### config.mk
export PLATFORM = sky130hd
export DESIGN_NAME = ppu_ram
export DESIGN_NICKNAME = d
export VERILOG_FILES = /design/src/hw/rtl/ppu_ram.sv
export SDC_FILE = /design/constraint.sdc
export NUM_CORES = 1
export LEC_CHECK = 0
export BUFFER_PORTS_ARGS = -buffer_cell sky130_fd_sc_hd__buf_2
export CAP_MARGIN = 20
export CORE_MARGIN = 5
export CORE_UTILIZATION = 30
export CTS_CLUSTER_DIAMETER = 60
export DETAILED_ROUTE_END_ITERATION = 12
export SLEW_MARGIN = 30
export SYNTH_ARGS = -nofsm -noshare
export SYNTH_HDL_FRONTEND = slang
export SYNTH_SLANG_ARGS = --single-unit
### constraint.sdc
create_clock -name clk -period 3.35 [get_ports clk]
set_input_delay 0.1675 -clock clk [delete_from_list [all_inputs] [get_ports clk]]
set_output_delay 0.1675 -clock clk [all_outputs]
set_load 0.02 [all_outputs]
### src/hw/rtl/ppu_ram.sv
// ----------------------------------------------------------------------------
// ppu_ram
// Generic single-write, single-read RAM with registered read data.
// ----------------------------------------------------------------------------
`default_nettype none

module ppu_ram #(
	parameter int WIDTH = 8,
	parameter int DEPTH = 64
) (
	input  wire logic                             clk,
	input  wire logic                             we,
	input  wire logic [(DEPTH>1?$clog2(DEPTH):1)-1:0] waddr,
	input  wire logic [WIDTH-1:0]                 wdata,
	input  wire logic [(DEPTH>1?$clog2(DEPTH):1)-1:0] raddr,
	output logic      [WIDTH-1:0]                 rdata
);

	logic [WIDTH-1:0] mem_q [DEPTH];

	always_ff @(posedge clk) begin
		if (we) begin
			mem_q[waddr] <= wdata;
		end
		rdata <= mem_q[raddr];
	end

endmodule

`default_nettype wire

==> qor.txt <==
Filler Cells Inserted -> 6199
max_cap viols -> 0
mean area per synthesized cell -> 21.5 µm²
CP Class -> reg -> reg
outcome -> complete, no violations
Yosys cell types -> 40
FP Rows -> 95
CP Cell Sequence -> mux4_2 -> mux2_2 -> o221a_2 -> nor3_1 -> o32ai_1
DIE AREA -> 72500 µm²
port bufs -> 29
Initial DRT Pass Iterations -> 4
Slew @ Worst Pin -> 0.944 ns
Rel. slew slack -> 36.8%
FF+latch count, synth -> 520
gr ovfl total -> 0
CP Launch Type -> register
syn_nets -> 962
CP arrival -> 2.83 ns
maximum vdd ir drop -> 0.361 mV
setup violators final -> 0
later-pin clock latency in the skew report -> 0.60 ns
layout cells sized above 1 -> 27.4%
H-tree levels -> 2
Cells after Synth -> 940
pin count of the biggest net entering global routing -> 65
post-synth top area share -> 76.2%
combinational power share -> 5.0%
synth top area cells -> edfxtp_1 76%, mux4_2 14%, nor2_1 1.5%
hold_buf cts -> 0
Crit path required time -> 3.79 ns
area grow syn2layout -> 14.6%
Psw -> 2.80 mW
DR WL/cell -> 24.1 µm
Hold Crit Class -> in -> reg
first-pass GRT wire length -> 68500 µm
antenna violations before repair -> 5
Crit-path slowest cell -> nor3_1
clock-pin transition on the worst setup and hold timing paths -> 0.06 ns
DP HPWL -> 28500 µm
Worst setup EP type -> register
Ys Warns -> 0
DR DRC count -> 0
worst-path maximum fanout -> 1
number of flops mapped to enable cells by yosys -> 512
Vias -> 9516
clk sink count -> 520
most instantiated cells after synthesis -> 512 x edfxtp_1, 126 x mux4_2, 83 x nor2_1
proportion of power drawn by the clock network -> 41.1%
PwrDens -> 581 nW/µm²
predominant post-synthesis flop cell -> edfxtp_1
post_cts resized -> 0
Pleak -> 7.09 nW
Met3 Wirelength -> 3660 µm
max incr delay on CP -> 0.63 ns
die width -> 269 µm
final WL -> 46500 µm
total CTS buffers -> 51
vias in the first global route -> 9967
GRT Resource Usage Total -> 12.6%
Final Net Count -> 1035
top sig layer -> met5
Setup Fix Bufs, Post-CTS -> 0
Die Span Y -> 269 µm
Setup WS pre-CTS -> 0.584 ns
Setup WS post-layout -> 0.964 ns
count leader, synth -> edfxtp_1
vias per cell -> 4.94
CTS tree -> done
Int Pwr -> 10.6 mW
clk buf depth -> 3
I/O Pins -> 30
met2 WL post-DR -> 21900 µm
M1 wire length -> 19800 µm
Initial Util -> 30.1%
clk_skew -> 0.0189 ns
Root Buffer -> clkbuf_16
fin crit share -> 71.2%
sequential share of the synthesized area -> 77.0%
gpl congestion -> 0.775
Sw Ratio -> 20.9%
core area -> 66900 µm²
final slew viol count -> 0
Synth area leader -> edfxtp_1
Post-DRT Antenna Nets -> 0
Reg power frac -> 53.8%
1st-iter DRT viols -> 839
Fin. Hold Viols -> 0
RSZ-0062 raised after global routing -> no
Final Critical Period -> 2.39 ns
Final TNS setup -> 0 ns
area of the mapped netlist -> 20200 µm²
Async SR Flop Fraction -> 0%
f_max -> 0.419 GHz
per-layer routing:
metal / GRT usage [%] / up-vias
met2: 20.1 / 337
met3: 3.58 / 75
met5: 0 / -
met1: 17.0 / 5012
met4: 3.51 / 4
li1: - / 4088
final timing paths:
check	startpoint	end	slack (ns)	depth (start not counted)
setup / recovery	mem_q[29][4]	rdata[4]	0.96	5
hold / removal	raddr[5]	rdata[6]	0.04	3
setup reg to reg	mem_q[29][4]	rdata[4]	0.96	5
hold reg to reg	mem_q[35][0]	rdata[0]	0.82	4
power by group through the flow:
stage | clock network (mW) | logic [mW] | registers (mW)
2_1_floorplan | 0 | 0.384 | 7.37
3_3_place_gp | 0 | 0.674 | 7.37
3_5_place_dp | 0 | 0.689 | 7.37
4_1_cts | 5.63 | 0.690 | 7.23
5_1_grt | 5.93 | 0.728 | 7.23
6_report | 5.52 | 0.677 | 7.23
cell usage in the layout, fill, tap and decap left out, drive strengths merged, types with 13 or more instances in the layout:
cell / instances
nand2: 19
edfxtp: 512
clkinv: 18
buf: 70
mux2: 13
nor2b: 14
mux4: 126
mux2i: 23
clkbuf: 70
nand3: 13
nor2: 83
metrics by stage:
| stage | util [%] | instance area (µm²) | power (mW) | instances | hold WS [ns] |
|---|---|---|---|---|---|
| final | 34.5 | 23100 | 13.4 | 1927 | 0.0421 |
| after global routing | 34.5 | 23100 | 13.9 | 1925 | 0.0457 |
| after CTS | 34.5 | 23100 | 13.5 | 1924 | 0.0133 |
| after detailed placement | 32.1 | 21500 | 8.05 | 1833 | 0.622 |
| after global placement | 32.1 | 21500 | 8.04 | 1833 | 0.623 |
| after floorplan | - | 20200 | 7.75 | 940 | 0.266 |
cells by family (layout without fill, tap and decap cells):
logic type	after synthesis	in the layout	share of synthesized area (%)
DFF	520	520	77.0
muxes	162	162	15.9
and+or+nand+nor	153	153	3.39
AOI/OAI and AO/OA	54	54	2.07
buffers and inverters	51	162	1.57
other	0	3	0
cell type report:
cell class              instances  area (µm²)  share of cell area (%)
clock buffers                  69        1410                    6.08
clock inverters                22         193                   0.834
repair buffers                 71         544                    2.36
well taps                     873        1090                    4.73
diodes                          3        7.51                  0.0325
flip-flops and latches        520       15500                    67.2
multi-input cells             369        4330                    18.7
registers in the layout, summed over array words and instances, names as in the netlist:
register / count
mem_q: 512
rdata: 8
critical path, delay by kind of cell, from the launching register on:
family	cells	cell delay (ns)
AO/OA/AOI/OAI	2	0.48
flip-flops	1	0.37
AND/OR/NAND/NOR	1	0.63
multiplexers	2	0.75
No activity file was read; power rests on OpenSTA's default activity.
