===== config.mk =====
export PLATFORM = sky130hd
export DESIGN_NAME = ppu_lerp
export DESIGN_NICKNAME = d
export VERILOG_FILES = /design/src/hw/rtl/ppu_lerp.sv
export SDC_FILE = /design/constraint.sdc
export NUM_CORES = 1
export LEC_CHECK = 0
export BUFFER_PORTS_ARGS = -buffer_cell sky130_fd_sc_hd__buf_2
export CORE_MARGIN = 1
export CORE_UTILIZATION = 50
export DETAILED_ROUTE_END_ITERATION = 12
export GPL_ROUTABILITY_DRIVEN = 0
export PLACE_DENSITY = 0.67
export SYNTH_ARGS = -nofsm -noshare
export SYNTH_HDL_FRONTEND = slang
export SYNTH_SLANG_ARGS = --single-unit

===== constraint.sdc =====
create_clock -name clk -period 8.3 [get_ports clk]
set_clock_uncertainty 0.2 [all_clocks]
set_input_delay 0.415 -clock clk [delete_from_list [all_inputs] [get_ports clk]]
set_output_delay 0.415 -clock clk [all_outputs]
set_load 0.02 [all_outputs]

===== src/hw/rtl/ppu_lerp.sv =====
// ----------------------------------------------------------------------------
// ppu_lerp
// Shared interpolation unit: lo + ((hi - lo) * age) / life, quotient
// truncated toward zero, one quotient bit per cycle.
// ----------------------------------------------------------------------------
`default_nettype none

module ppu_lerp (
	input  wire logic               clk,
	input  wire logic               arst_n,
	input  wire logic               start,
	input  wire logic signed [16:0] lo,
	input  wire logic signed [16:0] hi,
	input  wire logic        [15:0] age,
	input  wire logic        [15:0] life,
	output logic                    done,
	output logic signed      [16:0] result
);

	typedef enum logic [2:0] {L_IDLE, L_MUL, L_ABS, L_DIV, L_FIN} lstate_t;

	lstate_t            state_q;
	logic signed [17:0] diff_q;
	logic signed [16:0] lo_q;
	logic        [15:0] age_q;
	logic        [15:0] life_q;
	logic signed [34:0] prod_q;
	logic               neg_q;
	logic        [15:0] rem_q;
	logic        [15:0] num_q;
	logic        [15:0] quo_q;
	logic        [3:0]  cnt_q;

	logic signed [34:0] prod;
	logic        [34:0] mag;
	logic        [16:0] trial;
	logic        [16:0] trial_sub;
	logic        [17:0] quo_s;

	assign prod      = diff_q * $signed({19'd0, age_q});
	assign mag       = prod_q[34] ? 35'(-prod_q) : prod_q;
	assign trial     = {rem_q, num_q[15]};
	assign trial_sub = trial - {1'b0, life_q};
	assign quo_s     = neg_q ? 18'(-{2'b00, quo_q}) : {2'b00, quo_q};

	always_ff @(posedge clk or negedge arst_n) begin
		if (!arst_n) begin
			state_q <= L_IDLE;
			done    <= 1'b0;
		end else begin
			done <= 1'b0;
			case (state_q)
				L_IDLE: begin
					if (start) begin
						diff_q  <= 18'(hi) - 18'(lo);
						lo_q    <= lo;
						age_q   <= age;
						life_q  <= life;
						state_q <= L_MUL;
					end
				end
				L_MUL: begin
					prod_q  <= prod;
					state_q <= L_ABS;
				end
				L_ABS: begin
					// The magnitude is below life * 2^16, so the top half is a valid
					// starting remainder.
					neg_q   <= prod_q[34];
					rem_q   <= mag[31:16];
					num_q   <= mag[15:0];
					quo_q   <= '0;
					cnt_q   <= '0;
					state_q <= L_DIV;
				end
				L_DIV: begin
					if (!trial_sub[16]) begin
						rem_q <= trial_sub[15:0];
						quo_q <= {quo_q[14:0], 1'b1};
					end else begin
						rem_q <= trial[15:0];
						quo_q <= {quo_q[14:0], 1'b0};
					end
					num_q <= {num_q[14:0], 1'b0};
					cnt_q <= cnt_q + 4'd1;
					if (cnt_q == 4'd15) begin
						state_q <= L_FIN;
					end
				end
				L_FIN: begin
					result  <= 17'(18'(lo_q) + quo_s);
					done    <= 1'b1;
					state_q <= L_IDLE;
				end
				default: state_q <= L_IDLE;
			endcase
		end
	end

endmodule

`default_nettype wire


==> results of run 1 <==
## cell type report
type | instances | area (sq um)
Fill cell | 3549 | 17600
Clock buffer | 22 | 474
Sequential cell | 174 | 5200
Tap cell | 525 | 657
Inverter | 433 | 1630
Timing Repair Buffer | 141 | 968
Clock inverter | 10 | 104
Multi-Input combinational cell | 1345 | 13100
## final timing paths
kind / slack (ns) / start / cells past startpoint / to
max: 1.33 / age_q[9]$_DFFE_PP_ / 22 / prod_q[31]$_DFFE_PP_
min: 0.07 / arst_n / 2 / state_q[2]$_DFFE_PN0P_
max reg2reg: 1.33 / age_q[9]$_DFFE_PP_ / 22 / prod_q[31]$_DFFE_PP_
min reg2reg: 0.32 / num_q[9]$_DFFE_PP_ / 2 / num_q[10]$_DFFE_PP_
max in group asynchronous: 7.70 / arst_n / 2 / done$_DFF_PN0_
min in group clk: 0.09 / start / 5 / state_q[0]$_DFFE_PN0P_
## sequential cells by signal, summed over array words and instances (netlist names)
name and count:
prod_q 33, diff_q 18, lo_q 17, result 17, age_q 16, life_q 16
num_q 16, quo_q 16, rem_q 16, cnt_q 4, state_q 3, done 1
neg_q 1
## Yosys cell counts, types with 24 or more instances
cell type / number / area (sq um)
a21oi_1: 58 / 290
o21ai_0: 58 / 290
inv_1: 433 / 1630
and2_1: 132 / 826
fa_1: 296 / 5930
a21o_1: 24 / 180
xnor2_1: 86 / 753
ha_1: 141 / 1760
nand2_1: 249 / 935
clkbuf_1: 56 / 210
nor2_1: 67 / 251
xor2_1: 28 / 245
edfxtp_1: 170 / 5100
## routing by layer
metal / up-vias / GRT usage, %
met5: - / 0
met3: 85 / 3.84
met2: 250 / 38.7
met1: 6963 / 29.5
met4: 0 / 9.83
li1: 6522 / -
## stage by stage
step,utilization (%),total power [mW]
2_1_floorplan,-,3.46
3_3_place_gp,52.9,3.93
3_5_place_dp,52.9,4.01
4_1_cts,55.6,4.87
5_1_grt,55.6,5.25
6_report,55.6,4.82
## power groups by stage
| stage | Sequential (mW) | Clock [mW] | Combinational (mW) |
|---|---|---|---|
| 2_1_floorplan | 1.45 | 0 | 2.01 |
| 3_3_place_gp | 1.49 | 0 | 2.44 |
| 3_5_place_dp | 1.50 | 0 | 2.51 |
| 4_1_cts | 1.48 | 0.845 | 2.54 |
| 5_1_grt | 1.51 | 0.875 | 2.87 |
| 6_report | 1.48 | 0.822 | 2.52 |
## cells by family after synthesis
logic type                 share of synthesized area, %
muxes                                              1.01
DFF                                                25.9
xor gates and xnor gates                           4.96
adders and majority gates                          38.2
buffers and inverters                              9.28
and+or+nand+nor                                    13.3
AOI/OAI and AO/OA                                  7.36
==> results.yml, run 1 <==
sta:
  tightestPinTransition_ns: 1.09
  hold_ws_ns: 0.0729
  period_share_pct: 84.0
  report.final.slew_viol_count: 0
  max_freq_mhz: 143
  final-setup-viol-count: 0
  slew_headroom_pct: 27.2
  setup_ws_ns: 1.33
  fin_setup_tns_ns: 0
  hold_viol: 0
  rsz0062_at_grt: "false"
  period_minus_slack_ns: 6.97
clocking:
  cts_resized: 0
  cts_setup_buffers: 0
  postCtsHoldBufs: 50
  cts_sinks: 174
  root_buffer: "clkbuf_16"
  cts_inserted_buffers: 17
  clock_latency_ns: 0.48
  cts_buffer_depth: 2
  htreeDepth: 4
  clk_pin_slew_worst_paths_ns: 0.07
  cts_tree: "built"
route:
  firstDrtPassIters: 7
  wl_per_cell_microns: 16.3
  wl_microns: 43100
  met1_length_microns: 18500
  viasPerCell: 5.22
  drt_iter0_markers: 845
  met3_length_microns: 1480
  dr_wl_met2_microns: 21500
  top_layer_used: "met4"
  vias: 13800
  drc_errors: 0
  antenna_left: 0
worst_setup_path:
  critPathArrivalTime_ns: 7.00
  end_kind: "flip-flop"
  path_buf_inv: 5
  criticalPathCategory: "flip-flop to flip-flop"
  cp.required_ns: 8.33
  crit_family: "adder cells"
  cp_common_cell: "fa_1"
  critPathLaunchType: "flip-flop"
  worstPathMaxFanout: 18
  cp_slowest_cell: "edfxtp_1"
  max_stage_delay_ns: 0.85
  cp_cell_sequence: "nand2_1 -> fa_1 -> inv_1 -> fa_1 -> inv_1 -> fa_1 -> inv_1 -> fa_1 -> fa_1 -> inv_1 -> fa_1 -> inv_1 -> ha_1 -> and3_1 -> and2_1 -> a31oi_1 -> o311ai_0 -> o21ai_0 -> nand3_1 -> a31o_2 -> a21oi_1 -> xnor2_1"
pwr:
  pwr-share-clk_pct: 17.0
  cellPowerDensity_nw_per_um2: 218
  power_frac_comb_pct: 52.2
  netSwitchingPower_mw: 1.92
  seq_power_share_pct: 30.7
  p_int_mw: 2.90
  ir_drop_mv: 0.147
  leakagePower_nw: 10.3
  swShare_pct: 39.9
global_routing:
  grt_pass1_wl_microns: 73700
  gr-total-overflow: 0
  antenna_found_initial: 0
  grt_usage_pct: 23.1
  grt_pass1_vias: 14700
  grt_max_degree: 69
floorplanning:
  num_rows: 73
  ios: 87
  core_sq_um: 39700
  die_w_microns: 203
  dieArea_sq_um: 41000
  initial_core_util_pct: 50.6
  die_h_microns: 203
layout:
  area_growth_pct: 9.83
  fin_nets: 2618
  layout_commonest_cell: "inv_1"
  antenna_cells: 0
  layout.cells.non_filler: 2650
  drive_above_1_share_pct: 6.78
  final_cell_mix: "433 x inv_1, 296 x fa_1, 249 x nand2_1"
  fin_area_sq_um: 22100
yosys:
  synth_nets: 2517
  ys_warn_count: 0
  synth-edff-count: 170
  synth-main-ff-cell: "edfxtp_1"
  ys_ff_latch: 174
  async_flop_share_pct: 2.30
  synth.distinct_cells: 70
  synth_area_sq_um: 20100
  ys_seq_area_share_pct: 25.9
  netlist_instances: 2011
  avgSynthCellArea_sq_um: 10.0
place:
  port_buffers: 86
  dpl_cell_area_sq_um: 21000
  pre_cts_ws_ns: 1.38
  place_inst: 2568
  dp_hpwl_microns: 34200
min_path:
  hold_class: "input port to async pin"
flow_run:
  drv_cap: 0
outcome:
  run_status: "complete, no violations"
Power figures use the tool's default switching activity.
==> inputs of run 2 (changes only) <==
==> constraint.sdc (replaced) <==
create_clock -name clk -period 7.25 [get_ports clk]
set_clock_uncertainty 0.2 [all_clocks]
set_input_delay 0.3625 -clock clk [delete_from_list [all_inputs] [get_ports clk]]
set_output_delay 0.3625 -clock clk [all_outputs]
set_load 0.02 [all_outputs]
==> run 2 against run 1 <==
Sequential power grew 15%. Utilization grew 0.69 points. Flip-flop and latch count is the same. Critical path type unchanged. Critical endpoint unchanged.
==> results.yml, run 2 (synthesis gave the netlist of run 1 again) <==
worst_setup_path:
  cp_slowest_cell: "edfxtp_1"
  criticalPathCategory: "flip-flop to flip-flop"
  path_buf_inv: 4
  crit_family: "adder cells"
  worstPathMaxFanout: 18
  r2r_start: "age_q[5]$_DFFE_PP_"
  reg2reg_to: "prod_q[31]$_DFFE_PP_"
  cp_common_cell: "fa_1"
  critPathLaunchType: "flip-flop"
  max_stage_delay_ns: 0.66
  rrSetupSlack_ns: 0.34
  r2r_cells: 21
  cp_cell_sequence: "and2_1 -> fa_1 -> inv_1 -> fa_1 -> inv_1 -> fa_1 -> fa_1 -> fa_1 -> inv_1 -> fa_1 -> inv_1 -> ha_1 -> and3_1 -> and2_1 -> a31oi_1 -> o311ai_0 -> o21ai_0 -> nand3_1 -> a31o_2 -> a21oi_1 -> xnor2_1"
  cp.required_ns: 7.26
  critPathArrivalTime_ns: 6.92
  end_kind: "flip-flop"
layout:
  post-route-util_pct: 56.3
  top_regs: "prod_q x33, diff_q x18"
  antenna_cells: 0
  largest_reg_flops: 33
  layout_commonest_cell: "inv_1"
  multi_input_area_sq_um: 13100
  final_cell_mix: "433 x inv_1, 296 x fa_1, 249 x nand2_1"
  regMostFlops: "prod_q"
  drive_above_1_share_pct: 8.15
  fin_nets: 2652
  seq_area_sq_um: 5200
  n_fill_cell: 3455
  area_growth_pct: 11.2
min_path:
  whs_path_depth: 5
  hold_class: "input port to flip-flop"
  min_to: "state_q[0]$_DFFE_PN0P_"
  worstHoldStart: "start"
sta:
  tightestPinTransition_ns: 1.16
  rsz0062_at_grt: "false"
  slew_headroom_pct: 22.8
  final-setup-viol-count: 0
  report.final.slew_viol_count: 0
  hold_viol: 0
  setup_ws_ns: 0.340
  period_minus_slack_ns: 6.91
  fin_setup_tns_ns: 0
  hold_ws_ns: 0.0492
  period_share_pct: 95.3
  max_freq_mhz: 145
floorplanning:
  dieArea_sq_um: 41000
  die_h_microns: 203
  core_sq_um: 39700
  num_rows: 73
  die_w_microns: 203
  initial_core_util_pct: 50.6
  ios: 87
pwr:
  power_frac_comb_pct: 52.4
  ir_drop_mv: 0.197
  netSwitchingPower_mw: 2.18
  pwr-share-clk_pct: 16.7
  power_mw: 5.49
  leakagePower_nw: 10.5
  p_int_mw: 3.31
  seq_power_share_pct: 30.9
  cellPowerDensity_nw_per_um2: 245
  swShare_pct: 39.6
global_routing:
  grt_most_used_layer: "met2"
  grt_pass1_vias: 14800
  antenna_found_initial: 0
  use_met3_pct: 3.79
  grt_max_degree: 69
  gr-total-overflow: 0
  grt_usage_pct: 22.7
  grt_pass1_wl_microns: 72600
  grtUsageMet1_pct: 28.6
  use_met2_pct: 38.2
place:
  port_buffers: 86
  dp_hpwl_microns: 34300
  pre_cts_ws_ns: 0.336
clocking:
  cts_inserted_buffers: 17
  htreeDepth: 4
  cts_buffer_depth: 2
  cts_sinks: 174
  clk_pin_slew_worst_paths_ns: 0.07
  cts_resized: 0
  cts_tree: "built"
  clock_latency_ns: 0.48
  root_buffer: "clkbuf_16"
route:
  antenna_left: 0
  drt_iter0_markers: 843
  vias: 14100
  firstDrtPassIters: 7
  wl_per_cell_microns: 16.0
  viasPerCell: 5.23
  wl_microns: 43000
  drc_errors: 0
flow_run:
  drv_cap: 0
outcome:
  run_status: "complete, no violations"
==> run 2: cell count changes in the layout (fill, tap and decap cells not counted) <==
| cell | delta |
|---|---|
| buf_4 | +31 |
| buf_12 | +2 |
| clkinv_4 | -2 |
| inv_6 | +2 |
| clkbuf_1 | +1 |
| clkbuf_8 | -1 |
| dlygate4sd3_1 | +1 |
==> run 2: cell type report <==
cell class	count	area share, %
inverter	433	7.27
tap	525	2.94
clock inverter	10	0.464
sequential	174	23.3
timing repair buffer	175	5.60
multi-input combinational	1345	58.4
clock buffer	22	2.08
==> run 2: through the flow <==
step	instances	cell area (sq um)
2_1_floorplan	2011	20100
3_3_place_gp	2575	21100
3_5_place_dp	2575	21100
4_1_cts	2658	22100
5_1_grt	2684	22400
6_report	2684	22400
==> run 2: power by group through the flow <==
stage / logic [mW] / registers, mW / clock network, mW
2_1_floorplan: 2.30 / 1.65 / 0
3_3_place_gp: 2.79 / 1.71 / 0
3_5_place_dp: 2.85 / 1.71 / 0
4_1_cts: 2.89 / 1.70 / 0.938
5_1_grt: 3.29 / 1.72 / 0.970
6_report: 2.88 / 1.70 / 0.914
==> run 2: worst max path at each step <==
stage,start,to,slack [ns],depth (start not counted)
after detailed placement,age_q[2]$_DFFE_PP_,prod_q[34]$_DFFE_PP_,0.34,22
after global placement,age_q[5]$_DFFE_PP_,prod_q[31]$_DFFE_PP_,0.49,21
after CTS,diff_q[7]$_DFFE_PP_,prod_q[31]$_DFFE_PP_,0.31,22
after floorplan,age_q[8]$_DFFE_PP_,prod_q[31]$_DFFE_PP_,0.89,24
after global routing,age_q[8]$_DFFE_PP_,prod_q[31]$_DFFE_PP_,0.007,22
final,age_q[5]$_DFFE_PP_,prod_q[31]$_DFFE_PP_,0.34,21
==> run 2: worst register-to-register path, cell delays in order (launching register included) <==
cell	delay (ns)
edfxtp_1	0.66
and2_1	0.31
fa_1	0.54
inv_1	0.05
fa_1	0.48
inv_1	0.06
fa_1	0.49
fa_1	0.50
fa_1	0.50
inv_1	0.05
fa_1	0.47
inv_1	0.04
ha_1	0.34
and3_1	0.27
and2_1	0.17
a31oi_1	0.12
o311ai_0	0.34
o21ai_0	0.40
nand3_1	0.15
a31o_2	0.25
a21oi_1	0.16
xnor2_1	0.08
==> run 2: per-layer routing <==
metal	wire length [microns]	vias to the layer above	part of all wire, %
li1	-	6594	-
met1	18200	7022	42
met2	21300	325	49
met3	1740	109	4.0
met4	1820	0	4.2
met5	0	-	0
==> run 2: repair_timing <==
action / 4_1_cts / 5_1_grt
hold buffers: 51 / 0
setup endpoints to repair: 0 / 4
hold endpoints to repair: 53 / 0
setup buffers: 0 / 26
==> inputs of run 3 (changes only) <==
--- a/config.mk
+++ b/config.mk
@@ -10,7 +10,7 @@
 export CORE_UTILIZATION = 50
 export DETAILED_ROUTE_END_ITERATION = 12
 export GPL_ROUTABILITY_DRIVEN = 0
-export PLACE_DENSITY = 0.67
+export PLACE_DENSITY = 0.71
 export SYNTH_ARGS = -nofsm -noshare
 export SYNTH_HDL_FRONTEND = slang
 export SYNTH_SLANG_ARGS = --single-unit
==> run 3 against run 2 <==
Via count up 0.47%. Sequential power about the same. Design area down 0.68%. Die area unchanged. Fmax about the same. Critical path depth down 1. Highest routed layer unchanged.
==> results.yml, run 3 (synthesis gave the netlist of run 1 again) <==
outcome:
  run_status: "complete, no violations"
worst_setup_path:
  cp_common_cell: "fa_1"
  end_kind: "flip-flop"
  cp.required_ns: 7.27
  critPathArrivalTime_ns: 6.93
  r2r_start: "age_q[3]$_DFFE_PP_"
  reg2reg_to: "prod_q[31]$_DFFE_PP_"
  criticalPathCategory: "flip-flop to flip-flop"
  cp_num_cells: 20
  r2r_cells: 20
  path_buf_inv: 3
  crit_family: "adder cells"
  cp-startpoint: "age_q[3]$_DFFE_PP_"
  critPathLaunchType: "flip-flop"
  cp_cell_sequence: "nand2_1 -> fa_1 -> fa_1 -> inv_1 -> fa_1 -> fa_1 -> fa_1 -> inv_1 -> fa_1 -> inv_1 -> ha_1 -> and3_1 -> and2_1 -> a31oi_1 -> o311ai_0 -> o21ai_0 -> nand3_1 -> a31o_2 -> a21oi_1 -> xnor2_1"
  max_stage_delay_ns: 0.79
  worstPathMaxFanout: 18
  rrSetupSlack_ns: 0.34
  cp_slowest_cell: "edfxtp_1"
sta:
  final-setup-viol-count: 0
  fin_setup_tns_ns: 0
  slew_headroom_pct: 24.2
  rsz0062_at_grt: "false"
  tightestPinTransition_ns: 1.14
  max_freq_mhz: 145
  report.final.slew_viol_count: 0
  period_minus_slack_ns: 6.91
  hold_viol: 0
  period_share_pct: 95.4
min_path:
  hold_class: "input port to async pin"
global_routing:
  grt_usage_pct: 22.9
  grt_pass1_vias: 14800
  grt_pass1_wl_microns: 73400
  grt_max_degree: 69
  gr-total-overflow: 0
  antenna_found_initial: 0
clocking:
  cts_buffer_depth: 2
  cts_inserted_buffers: 17
  clk_pin_slew_worst_paths_ns: 0.07
  cts_sinks: 174
  htreeDepth: 4
  cts_tree: "built"
  clock_latency_ns: 0.48
  root_buffer: "clkbuf_16"
floorplanning:
  die_h_microns: 203
  die_w_microns: 203
  dieArea_sq_um: 41000
  core_sq_um: 39700
  num_rows: 73
  ios: 87
  initial_core_util_pct: 50.6
layout:
  area_growth_pct: 10.4
  fin_nets: 2631
  antenna_cells: 0
  post-route-util_pct: 55.9
  drive_above_1_share_pct: 7.44
  layout_commonest_cell: "inv_1"
  layout.cells.non_filler: 2663
  regMostFlops: "prod_q"
  n_fill_cell: 3365
  final_cell_mix: "433 x inv_1, 296 x fa_1, 249 x nand2_1"
  top_regs: "prod_q x33, diff_q x18"
  largest_reg_flops: 33
pwr:
  leakagePower_nw: 10.4
  cellPowerDensity_nw_per_um2: 251
  ir_drop_mv: 0.177
flow_run:
  drv_cap: 0
route:
  drt_iter0_markers: 887
  antenna_left: 0
  viasPerCell: 5.30
  wl_per_cell_microns: 16.4
  wl_microns: 43800
  firstDrtPassIters: 7
  drc_errors: 0
  vias: 14100
place:
  port_buffers: 86
  dp_hpwl_microns: 34700
  place_inst: 2575
==> run 3: worst max-delay path by stage <==
stage / end / slack (ns)
4_1_cts: prod_q[34]$_DFFE_PP_ / 0.31
2_1_floorplan: prod_q[31]$_DFFE_PP_ / 0.89
3_3_place_gp: prod_q[31]$_DFFE_PP_ / 0.48
6_report: prod_q[31]$_DFFE_PP_ / 0.34
3_5_place_dp: prod_q[34]$_DFFE_PP_ / 0.35
5_1_grt: prod_q[31]$_DFFE_PP_ / 0.03
==> run 3: stage by stage <==
step                      cell area (sq um)  power [mW]  hold WS, ns  setup WS (ns)
after floorplan                       20100        3.96       -0.133          0.893
after global placement                21100        4.50      -0.0232          0.483
after detailed placement              21100        4.59      -0.0215          0.348
after CTS                             22200        5.60       0.0170          0.310
after global routing                  22200        6.04       0.0535         0.0263
final                                 22200        5.57       0.0331          0.337
==> run 3: metal layers <==
metal  up-vias  global-route usage (%)  routed length (microns)
met5         -                       0                        0
li1       6569                       -                        -
met2       365                    38.5                    21900
met3        98                    3.68                     2210
met1      7084                    28.9                    17900
met4         0                    11.1                     1810
==> run 3: power breakdown <==
part	internal (mW)	total, mW	switching, mW
combinational	1.29	2.91	1.63
clock	0.492	0.961	0.469
sequential	1.54	1.70	0.164
total	3.31	5.57	2.26
==> run 3: worst register-to-register path: stages (launching register included) <==
cell,delay [ns]
edfxtp_1,0.79
nand2_1,0.17
fa_1,0.53
fa_1,0.56
inv_1,0.08
fa_1,0.48
fa_1,0.52
fa_1,0.49
inv_1,0.05
fa_1,0.47
inv_1,0.04
ha_1,0.35
and3_1,0.27
and2_1,0.17
a31oi_1,0.12
o311ai_0,0.33
o21ai_0,0.39
nand3_1,0.15
a31o_2,0.26
a21oi_1,0.17
xnor2_1,0.08
==> run 3: layout make-up <==
class / count / area, sq um / share of cell area (%)
Clock buffer: 18 / 429 / 1.93
Clock inverter: 14 / 169 / 0.761
Inverter: 433 / 1630 / 7.32
Multi-Input combinational cell: 1345 / 13100 / 58.8
Sequential cell: 174 / 5200 / 23.4
Tap cell: 525 / 657 / 2.96
Timing Repair Buffer: 154 / 1070 / 4.80
==> run 3: repair_timing <==
action | in CTS | in global routing
buffers inserted | 0 | 6
endpoints found under the setup margin | 0 | 3
hold buffers | 50 | 0
hold endpoints to repair | 53 | 0
gates resized for setup | 0 | 1
